==> config.mk <==
export PLATFORM = sky130hd
export DESIGN_NAME = weighted_poll_scheduler_table_core
export DESIGN_NICKNAME = d
export VERILOG_FILES = /design/src/hw/rtl/wpst_pkg.sv /design/src/hw/rtl/weighted_poll_scheduler_table_core.sv
export SDC_FILE = /design/constraint.sdc
export NUM_CORES = 2
export LEC_CHECK = 0
export ABC_AREA = 0
export ABC_CLOCK_PERIOD_IN_PS = 6700
export BUFFER_PORTS_ARGS = -buffer_cell sky130_fd_sc_hd__buf_2
export CAP_MARGIN = 20
export CORE_AREA = 2 2 380 382
export DETAILED_ROUTE_END_ITERATION = 16
export DIE_AREA = 0 0 382 384
export GPL_TIMING_DRIVEN = 0
export HOLD_SLACK_MARGIN = 0.15
export SLEW_MARGIN = 10
export SYNTH_ARGS = -nofsm -noshare
export SYNTH_HDL_FRONTEND = slang
export SYNTH_SLANG_ARGS = --single-unit
export TNS_END_PERCENT = 100
==> constraint.sdc <==
create_clock -name clk -period 6.7 [get_ports clk]
set_input_delay 0.67 -clock clk [delete_from_list [all_inputs] [get_ports clk]]
set_output_delay 0.67 -clock clk [all_outputs]
set_load 0.01 [all_outputs]
==> src/hw/rtl/wpst_pkg.sv <==
package wpst_pkg;

	// Field widths of the request and response words.
	localparam int OP_W      = 3;
	localparam int ID_W      = 32;
	localparam int WEIGHT_W  = 16;
	localparam int WORK_W    = 16;
	localparam int RUNS_W    = 32;
	localparam int SLOT_W    = 4;
	localparam int PEND_W    = 5;

	// Table size default and the cap on grants in one poll round.
	localparam int DEFAULT_SLOTS = 16;
	localparam int MAX_GRANTS    = 16;
	localparam int GRANT_W       = 5;

	// Operation codes.
	localparam logic [OP_W-1:0] OP_CLEAR    = 3'd0;
	localparam logic [OP_W-1:0] OP_REGISTER = 3'd1;
	localparam logic [OP_W-1:0] OP_SCHEDULE = 3'd2;
	localparam logic [OP_W-1:0] OP_COMPLETE = 3'd3;
	localparam logic [OP_W-1:0] OP_POLL     = 3'd4;
	localparam logic [OP_W-1:0] OP_REPORT   = 3'd5;
	localparam logic [OP_W-1:0] OP_QUERY    = 3'd6;

	// Request word.
	typedef struct packed {
		logic [OP_W-1:0]     operation;
		logic [ID_W-1:0]     napi_id;
		logic [WEIGHT_W-1:0] weight;
		logic                handler_valid;
		logic [WORK_W-1:0]   work_done;
	} wpst_req_t;

	// Response word.
	typedef struct packed {
		logic                status;
		logic [ID_W-1:0]     id_out;
		logic [SLOT_W-1:0]   slot_out;
		logic [WEIGHT_W-1:0] grant_weight;
		logic [RUNS_W-1:0]   run_total;
		logic [PEND_W-1:0]   pending_count;
		logic                raise_softirq;
		logic                is_grant;
		logic                last;
	} wpst_rsp_t;

endpackage

==> src/hw/rtl/weighted_poll_scheduler_table_core.sv <==
// Weighted poll scheduler table: a table of NAPI_SLOTS poll contexts that
// can be registered, scheduled, completed, polled in rounds, credited with
// work reports and queried for run counts. Requests are taken one at a time.
// Every operation except clear all, a rejected register and an unknown code
// walks the table in slot order, reading the entry of each slot visited in
// state ST_RD and checking it in state ST_EV; this split is set by the single
// read port of the entry memory. Clear all, rejected registers and unknown
// codes answer with one word from state ST_ONE without walking the table.
// A poll round sends one response word per scheduled entry (up to sixteen),
// or one empty word; the last word of each request has last set. A stalled
// response channel holds the walk. After reset the table is empty at once.
module weighted_poll_scheduler_table_core #(
	parameter int NAPI_SLOTS = wpst_pkg::DEFAULT_SLOTS
) (
	input  logic               clk,
	input  logic               arst_n,
	input  logic               req_valid,
	output logic               req_ready,
	input  wpst_pkg::wpst_req_t req,
	output logic               rsp_valid,
	input  logic               rsp_ready,
	output wpst_pkg::wpst_rsp_t rsp
);
	import wpst_pkg::*;

	localparam int IDX_W = (NAPI_SLOTS > 1) ? $clog2(NAPI_SLOTS) : 1;
	localparam int CNT_W = $clog2(NAPI_SLOTS + 1);
	localparam logic [IDX_W-1:0]   LAST_IDX  = IDX_W'(NAPI_SLOTS - 1);
	localparam logic [IDX_W-1:0]   IDX_ONE   = IDX_W'(1);
	localparam logic [CNT_W-1:0]   CNT_ONE   = CNT_W'(1);
	localparam logic [GRANT_W-1:0] GRANT_ONE = GRANT_W'(1);
	localparam logic [GRANT_W-1:0] GRANT_CAP = GRANT_W'(MAX_GRANTS - 1);

	typedef struct packed {
		logic [ID_W-1:0]     ident;
		logic [WEIGHT_W-1:0] budget;
		logic [RUNS_W-1:0]   runs;
	} entry_t;

	typedef enum logic [1:0] {ST_IDLE, ST_RD, ST_EV, ST_ONE} state_t;

	state_t               state_q;
	wpst_req_t            op_q;
	logic [IDX_W-1:0]     idx_q;
	logic [GRANT_W-1:0]   grants_q;
	logic [GRANT_W-1:0]   reports_q;
	logic                 resched_q;
	logic [CNT_W-1:0]     pend_q;
	logic [ID_W-1:0]      next_id_q;
	logic [NAPI_SLOTS-1:0] used_q;
	logic [NAPI_SLOTS-1:0] sched_q;
	logic                 rsp_valid_q;
	wpst_rsp_t            rsp_q;
	entry_t               rd_q;
	entry_t               mem [NAPI_SLOTS];

	logic                 out_free;
	logic [NAPI_SLOTS-1:0] busy_vec;
	logic                 slot_used;
	logic                 slot_sched;
	logic                 match;
	logic [WEIGHT_W-1:0]  eff_budget;
	logic                 more_grants;
	logic [ID_W-1:0]      new_id;
	logic                 short_work;
	logic                 in_round;
	logic                 round_end;
	logic                 resched_nx;
	logic [CNT_W-1:0]     pend_up;
	logic [CNT_W-1:0]     pend_dn;
	logic                 emit;
	wpst_rsp_t            res;
	logic                 mem_we;
	entry_t               mem_wdata;
	logic                 scan_op;
	logic                 rsp_load;

	assign req_ready = (state_q == ST_IDLE);
	assign rsp_valid = rsp_valid_q;
	assign rsp       = rsp_q;

	// Values derived from the entry under inspection.
	assign out_free    = !rsp_valid_q || rsp_ready;
	assign busy_vec    = used_q & sched_q;
	assign slot_used   = used_q[idx_q];
	assign slot_sched  = sched_q[idx_q];
	assign match       = slot_used && (rd_q.ident == op_q.napi_id);
	assign eff_budget  = (rd_q.budget == '0) ? WEIGHT_W'(1) : rd_q.budget;
	assign more_grants = |((busy_vec >> idx_q) >> 1);
	assign new_id      = (next_id_q == '0) ? ID_W'(1) : next_id_q;
	assign short_work  = (op_q.work_done < eff_budget);
	assign in_round    = (reports_q != '0);
	assign round_end   = (reports_q == GRANT_ONE);
	assign resched_nx  = resched_q | (!short_work && in_round);
	assign pend_up     = pend_q + CNT_ONE;
	assign pend_dn     = pend_q - CNT_ONE;

	// A new response word is loaded whenever a step emits and the register is free.
	assign rsp_load = out_free && (((state_q == ST_EV) && emit) || (state_q == ST_ONE));

	// Requests that walk the table; the rest answer with one word at once.
	always_comb begin
		unique case (req.operation)
			OP_REGISTER: scan_op = (req.weight != '0) && req.handler_valid;
			OP_SCHEDULE, OP_COMPLETE, OP_POLL, OP_REPORT, OP_QUERY: scan_op = 1'b1;
			default: scan_op = 1'b0;
		endcase
	end

	// Decide whether the current step sends a word, and build that word.
	always_comb begin
		emit = 1'b0;
		res = '0;
		res.pending_count = PEND_W'(pend_q);
		res.last = 1'b1;
		if (state_q == ST_ONE) begin
			emit = 1'b1;
			if (op_q.operation == OP_CLEAR) begin
				res.pending_count = '0;
			end else begin
				res.status = 1'b1;
			end
		end else if (state_q == ST_EV) begin
			unique case (op_q.operation)
				OP_REGISTER: begin
					if (!slot_used) begin
						emit = 1'b1;
						res.id_out = new_id;
						res.slot_out = SLOT_W'(idx_q);
					end else if (idx_q == LAST_IDX) begin
						emit = 1'b1;
						res.status = 1'b1;
					end
				end
				OP_POLL: begin
					if (slot_used && slot_sched) begin
						emit = 1'b1;
						res.is_grant = 1'b1;
						res.id_out = rd_q.ident;
						res.slot_out = SLOT_W'(idx_q);
						res.grant_weight = eff_budget;
						res.last = !more_grants || (grants_q == GRANT_CAP);
					end else if (idx_q == LAST_IDX) begin
						emit = 1'b1;
					end
				end
				OP_SCHEDULE, OP_COMPLETE, OP_REPORT, OP_QUERY: begin
					if (match) begin
						emit = 1'b1;
						if (op_q.operation != OP_QUERY) begin
							res.slot_out = SLOT_W'(idx_q);
						end
						if (op_q.operation == OP_SCHEDULE) begin
							res.raise_softirq = 1'b1;
							res.pending_count = PEND_W'(slot_sched ? pend_q : pend_up);
						end else if (op_q.operation == OP_COMPLETE) begin
							res.pending_count = PEND_W'(slot_sched ? pend_dn : pend_q);
						end else if (op_q.operation == OP_REPORT) begin
							res.raise_softirq = round_end && resched_nx;
							res.pending_count =
								PEND_W'((short_work && slot_sched) ? pend_dn : pend_q);
						end else begin
							res.run_total = rd_q.runs;
						end
					end else if (idx_q == LAST_IDX) begin
						emit = 1'b1;
						res.status = 1'b1;
					end
				end
				default: begin
					emit = 1'b1;
					res.status = 1'b1;
				end
			endcase
		end
	end

	// Entry memory write data: a new entry on register, a run count bump on report.
	always_comb begin
		mem_we = (state_q == ST_EV) && emit && out_free && !res.status &&
			((op_q.operation == OP_REGISTER) || (op_q.operation == OP_REPORT));
		if (op_q.operation == OP_REGISTER) begin
			mem_wdata.ident  = new_id;
			mem_wdata.budget = op_q.weight;
			mem_wdata.runs   = '0;
		end else begin
			mem_wdata.ident  = rd_q.ident;
			mem_wdata.budget = rd_q.budget;
			mem_wdata.runs   = rd_q.runs + RUNS_W'(1);
		end
	end

	// Entry memory with one registered read port and one write port.
	always_ff @(posedge clk) begin
		rd_q <= mem[idx_q];
		if (mem_we) begin
			mem[idx_q] <= mem_wdata;
		end
	end

	// Sequencer, slot flags, round accounting and the response register.
	always_ff @(posedge clk or negedge arst_n) begin
		if (!arst_n) begin
			state_q     <= ST_IDLE;
			op_q        <= '0;
			idx_q       <= '0;
			grants_q    <= '0;
			reports_q   <= '0;
			resched_q   <= 1'b0;
			pend_q      <= '0;
			next_id_q   <= ID_W'(1);
			used_q      <= '0;
			sched_q     <= '0;
			rsp_valid_q <= 1'b0;
			rsp_q       <= '0;
		end else begin
			if (rsp_load) begin
				rsp_valid_q <= 1'b1;
			end else if (rsp_ready) begin
				rsp_valid_q <= 1'b0;
			end
			unique case (state_q)
				ST_IDLE: begin
					if (req_valid) begin
						op_q     <= req;
						idx_q    <= '0;
						grants_q <= '0;
						state_q  <= scan_op ? ST_RD : ST_ONE;
					end
				end
				ST_RD: begin
					state_q <= ST_EV;
				end
				ST_EV: begin
					if (!emit) begin
						idx_q   <= idx_q + IDX_ONE;
						state_q <= ST_RD;
					end else if (out_free) begin
						rsp_q <= res;
						if (!res.status) begin
							unique case (op_q.operation)
								OP_REGISTER: begin
									used_q[idx_q]  <= 1'b1;
									sched_q[idx_q] <= 1'b0;
									next_id_q      <= new_id + ID_W'(1);
								end
								OP_SCHEDULE: begin
									sched_q[idx_q] <= 1'b1;
									if (!slot_sched) begin
										pend_q <= pend_up;
									end
								end
								OP_COMPLETE: begin
									sched_q[idx_q] <= 1'b0;
									if (slot_sched) begin
										pend_q <= pend_dn;
									end
								end
								OP_REPORT: begin
									if (short_work) begin
										sched_q[idx_q] <= 1'b0;
										if (slot_sched) begin
											pend_q <= pend_dn;
										end
									end
									if (in_round) begin
										reports_q <= reports_q - GRANT_ONE;
									end
									resched_q <= round_end ? 1'b0 : resched_nx;
								end
								OP_POLL: begin
									if (res.is_grant) begin
										grants_q <= grants_q + GRANT_ONE;
										if (res.last) begin
											reports_q <= grants_q + GRANT_ONE;
											resched_q <= 1'b0;
										end
									end else begin
										reports_q <= '0;
										resched_q <= 1'b0;
									end
								end
								default: begin
								end
							endcase
						end
						if (res.last) begin
							state_q <= ST_IDLE;
						end else begin
							idx_q   <= idx_q + IDX_ONE;
							state_q <= ST_RD;
						end
					end
				end
				ST_ONE: begin
					if (out_free) begin
						rsp_q   <= res;
						state_q <= ST_IDLE;
						if (op_q.operation == OP_CLEAR) begin
							used_q    <= '0;
							sched_q   <= '0;
							next_id_q <= ID_W'(1);
							reports_q <= '0;
							resched_q <= 1'b0;
							pend_q    <= '0;
						end
					end
				end
				default: begin
					state_q <= ST_IDLE;
				end
			endcase
		end
	end

endmodule

==> impl_metrics.tcl <==
set metrics [dict create \
    launching_element_of_the_worst_setup_path "idx_q[3]" \
    hold_crit_class "primary input to flop" \
    clock_sink_count 1607 \
    grt_max_degree 101 \
    worstSetupPathDepth 15 \
    worstSkewPairLatency_ns 0.81 \
    cpMostUsedCell "sky130_fd_sc_hd__buf_12" \
    fin_setup_tns_ns 0 \
    final-max-slew-violation-count 0 \
    power.ir.vdd_worst_mv 0.3078 \
    fmax_mhz 169.4 \
    core.rowCount 139 \
    route.antenna.remaining_nets 0 \
    rsz_0062_raised_after_global_routing "no" \
    total_leakage_power_nw 26.17 \
    cts_max_level 4 \
    finalWeightedCongestion 0.9130 \
    pre_repair_dr_iteration_count 6 \
    post_cts_resized 0 \
    timing.reg2reg.setup_slack_ns 0.80 \
    netSwitchingPower_mw 9.832 \
    cts_tree "done" \
    ys_types 75 \
    die_width_microns 382 \
    timing.critical_path.slowest_cell_delay_ns 0.74 \
    holdWs_ns 0.2091 \
    power.density_mw_per_mm2 411.7 \
    tightestPinTransition_ns 1.146 \
    initial_utilization 0.4471 \
    flow.area_growth_from_synthesis_pct 19.05 \
    core_area_sq_mm 0.1428 \
    post-dp-hpwl_mm 118.7 \
    min_period_ns 5.902 \
    track_usage 0.2438 \
    synth_top_cell_area_share 0.6020 \
    antenna_found_initial 3 \
    max_fo_critical_path 16 \
    worst-endpoint-required_ns 7.19 \
    worst_setup_path_endpoint "mem[4][8]" \
    grt_pass1_wl_mm 256.7 \
    share_clk_of_total_power 0.301 \
    clkTransAtPathRegs_ns 0.06 \
    wirelength_mm 177.9 \
    max_slew_margin 0.2359 \
    postSynthRegisterBits 1607 \
    die_h_microns 384 \
    timing_worst_setup_path_type "flop to flop" \
    drcViolationCount 0 \
    antenna_cells_inserted 0 \
    dominantRegCellSynth "sky130_fd_sc_hd__edfxtp_1" \
    cell_internal_pwr_mw 21.46 \
    total_cts_buffers 163 \
    yosysTopAreaCell "sky130_fd_sc_hd__edfxtp_1" \
    viasPerCell 5.879 \
    async_flop_share 0.1537 \
    seqPwrFrac 0.442 \
    synthesis.area_sq_mm 0.06385 \
    dieArea_sq_mm 0.1467 \
    cpMaxStageDelayCell "sky130_fd_sc_hd__nor2_1" \
    vias 36462 \
    ys_warn_count 0 \
    global_route.overflow_total 0 \
    finClkSkew_ns 0.02761 \
    clock-root-buffer "sky130_fd_sc_hd__clkbuf_16" \
    synth.top_cells.by_area "sky130_fd_sc_hd__edfxtp_1 (60%), sky130_fd_sc_hd__mux4_2 (14%), sky130_fd_sc_hd__dfrtp_1 (9.6%), sky130_fd_sc_hd__nand2_1 (3.0%), sky130_fd_sc_hd__dfxtp_1 (2.5%)" \
    crit_buf_inv 8 \
    regToRegEndpoint "mem[4][8]" \
    final_net_count 4260 \
    hold_viol 0 \
    port-buffer-count 166 \
    avgSynthCellArea_sq_um 17.63 \
    synth_cells 3621 \
    synth_top_cells_by_count "sky130_fd_sc_hd__edfxtp_1 (1280), sky130_fd_sc_hd__nand2_1 (505), sky130_fd_sc_hd__mux4_2 (410)" \
    worstRegToRegCells 15 \
    report.final.setup_viol 0 \
    outcome "completed" \
    critical_path_arrival_ns 6.39 \
    timing.rr.start "idx_q[3]" \
    synth_nets 3722 \
    setup_ws_ns 0.7978 \
    yosys.cell_count.top_type "sky130_fd_sc_hd__edfxtp_1" \
    detail_route.iter0.violations 4073 \
    post_cts_setup_driven_buffer_insertion_count 0 \
    synth-seq-area-share 0.7239 \
    final.fill_count 11230 \
    worstSetupStartpointType "flop" \
    cp_cell_sequence "clkbuf_1, buf_4, mux4_2, mux2i_1, mux2i_1, nor2_1, a211o_1, nand4_1, clkbuf_1, buf_6, nor2_4, buf_16, buf_12, buf_12, buf_12" \
    pin_count 167 \
    critical_path.top_delay_family "buffers and inverters" \
    max-cap-violations 0 \
    routedWlPerCell_microns 28.68 \
    placement_setup_slack_ns 0.9119 \
    cp-end-kind "flop" \
    power.share.combinational 0.257 \
    drive_above_1_share 0.2431 \
    min_period_over_period 0.8809 \
    power.share.switching 0.3142 \
    synth-edff-count 1280 \
    vias_in_the_first_global_route 36410 \
    cts-root-to-sink-buffers 3 \
]
layer usage:
metal,wire [microns],up-vias,global-route usage,share of wire
met1,72840,19156,0.3398,0.41
met2,86780,1636,0.3988,0.49
met3,13290,275,0.03734,0.075
li1,-,15393,-,-
met4,4939,2,0.07444,0.028
met5,7,-,0,0.000039
registers in the layout, indices dropped and copies added (netlist names):
name,count
grants_q,5
idx_q,4
mem,1280
next_id_q,32
op_q,67
pend_q,5
rd_q,80
reports_q,5
resched_q,1
rsp,93
rsp_valid,1
sched_q,16
state_q,2
used_q,16
worst reg2reg max path: stages, from the launching register on:
cell                       delay (ns)
sky130_fd_sc_hd__dfrtp_1         0.33
sky130_fd_sc_hd__clkbuf_1        0.39
sky130_fd_sc_hd__buf_4           0.29
sky130_fd_sc_hd__mux4_2          0.33
sky130_fd_sc_hd__mux2i_1         0.25
sky130_fd_sc_hd__mux2i_1         0.20
sky130_fd_sc_hd__nor2_1          0.74
sky130_fd_sc_hd__a211o_1         0.19
sky130_fd_sc_hd__nand4_1         0.67
sky130_fd_sc_hd__clkbuf_1        0.46
sky130_fd_sc_hd__buf_6           0.25
sky130_fd_sc_hd__nor2_4          0.60
sky130_fd_sc_hd__buf_16          0.26
sky130_fd_sc_hd__buf_12          0.21
sky130_fd_sc_hd__buf_12          0.21
sky130_fd_sc_hd__buf_12          0.21
stage by stage:
step	area, sq um	total power [mW]	utilization	instances
3_5_place_dp	69660	22.00	0.4879	5820
3_3_place_gp	67060	21.57	0.4696	5690
5_1_grt	76010	32.54	0.5323	6202
4_1_cts	75880	31.40	0.5314	6190
6_report	76010	31.29	0.5323	6202
2_1_floorplan	63850	18.65	-	3621
cell usage in the layout, fill, tap and decap left out, types with 48 or more instances in the layout:
cell type                       count
sky130_fd_sc_hd__edfxtp_1        1280
sky130_fd_sc_hd__dlygate4sd3_1     65
sky130_fd_sc_hd__dfrtp_1          246
sky130_fd_sc_hd__xor2_1            57
sky130_fd_sc_hd__nand3_1           85
sky130_fd_sc_hd__mux4_2           410
sky130_fd_sc_hd__a21oi_1           48
sky130_fd_sc_hd__clkbuf_1         175
sky130_fd_sc_hd__o21ai_0           86
sky130_fd_sc_hd__nor2_1           100
sky130_fd_sc_hd__nand2_1          505
sky130_fd_sc_hd__o31ai_1           58
sky130_fd_sc_hd__dfxtp_1           80
sky130_fd_sc_hd__buf_2            192
sky130_fd_sc_hd__clkbuf_16        168
how the worst min path moves through the flow:
stage,start,end,slack (ns),depth (start not counted)
after floorplan,arst_n,grants_q[0],0.37,0
after CTS,req[33],op_q[33],0.19,3
after global routing,req[33],op_q[33],0.21,3
after global placement,rsp[25],rsp[25],0.45,2
after detailed placement,rsp[24],rsp[24],0.45,2
final,req[33],op_q[33],0.21,3
cells by family after synthesis:
group / Yosys count / synth area share
simple gates: 871 / 0.05971
mux: 424 / 0.1474
xor+xnor: 72 / 0.009877
compound gates: 360 / 0.03716
fa+ha+maj: 29 / 0.005683
flops: 1607 / 0.7239
buf+inv: 258 / 0.01621
cell type report:
cell class / count / area, sq um / share of cell area
flip-flops and latches: 1607 / 46220 / 0.6081
well taps: 1903 / 2381 / 0.03133
inverters: 45 / 168.9 / 0.002222
clock buffers: 223 / 4611 / 0.06066
clock inverters: 82 / 952.2 / 0.01253
repair buffers: 373 / 4095 / 0.05388
multi-input cells: 1756 / 16710 / 0.2199
plain buffers: 213 / 868.3 / 0.01142
power groups by stage:
stage               sequential [mW]  combinational (mW)  clock [mW]
floorplan                      13.7                4.94           0
global placement               14.1                7.51           0
detailed placement             14.0                7.97           0
CTS                            13.8                8.03        9.55
global route                   13.9                8.70        9.93
finish                         13.8                8.04        9.41
timing repair:
item / in CTS / in global routing
endpoints found under the hold margin: 128 / 0
endpoints found under the setup margin: 0 / 0
hold buffers: 65 / 0
Note: power is estimated with default switching activity, not from simulation.
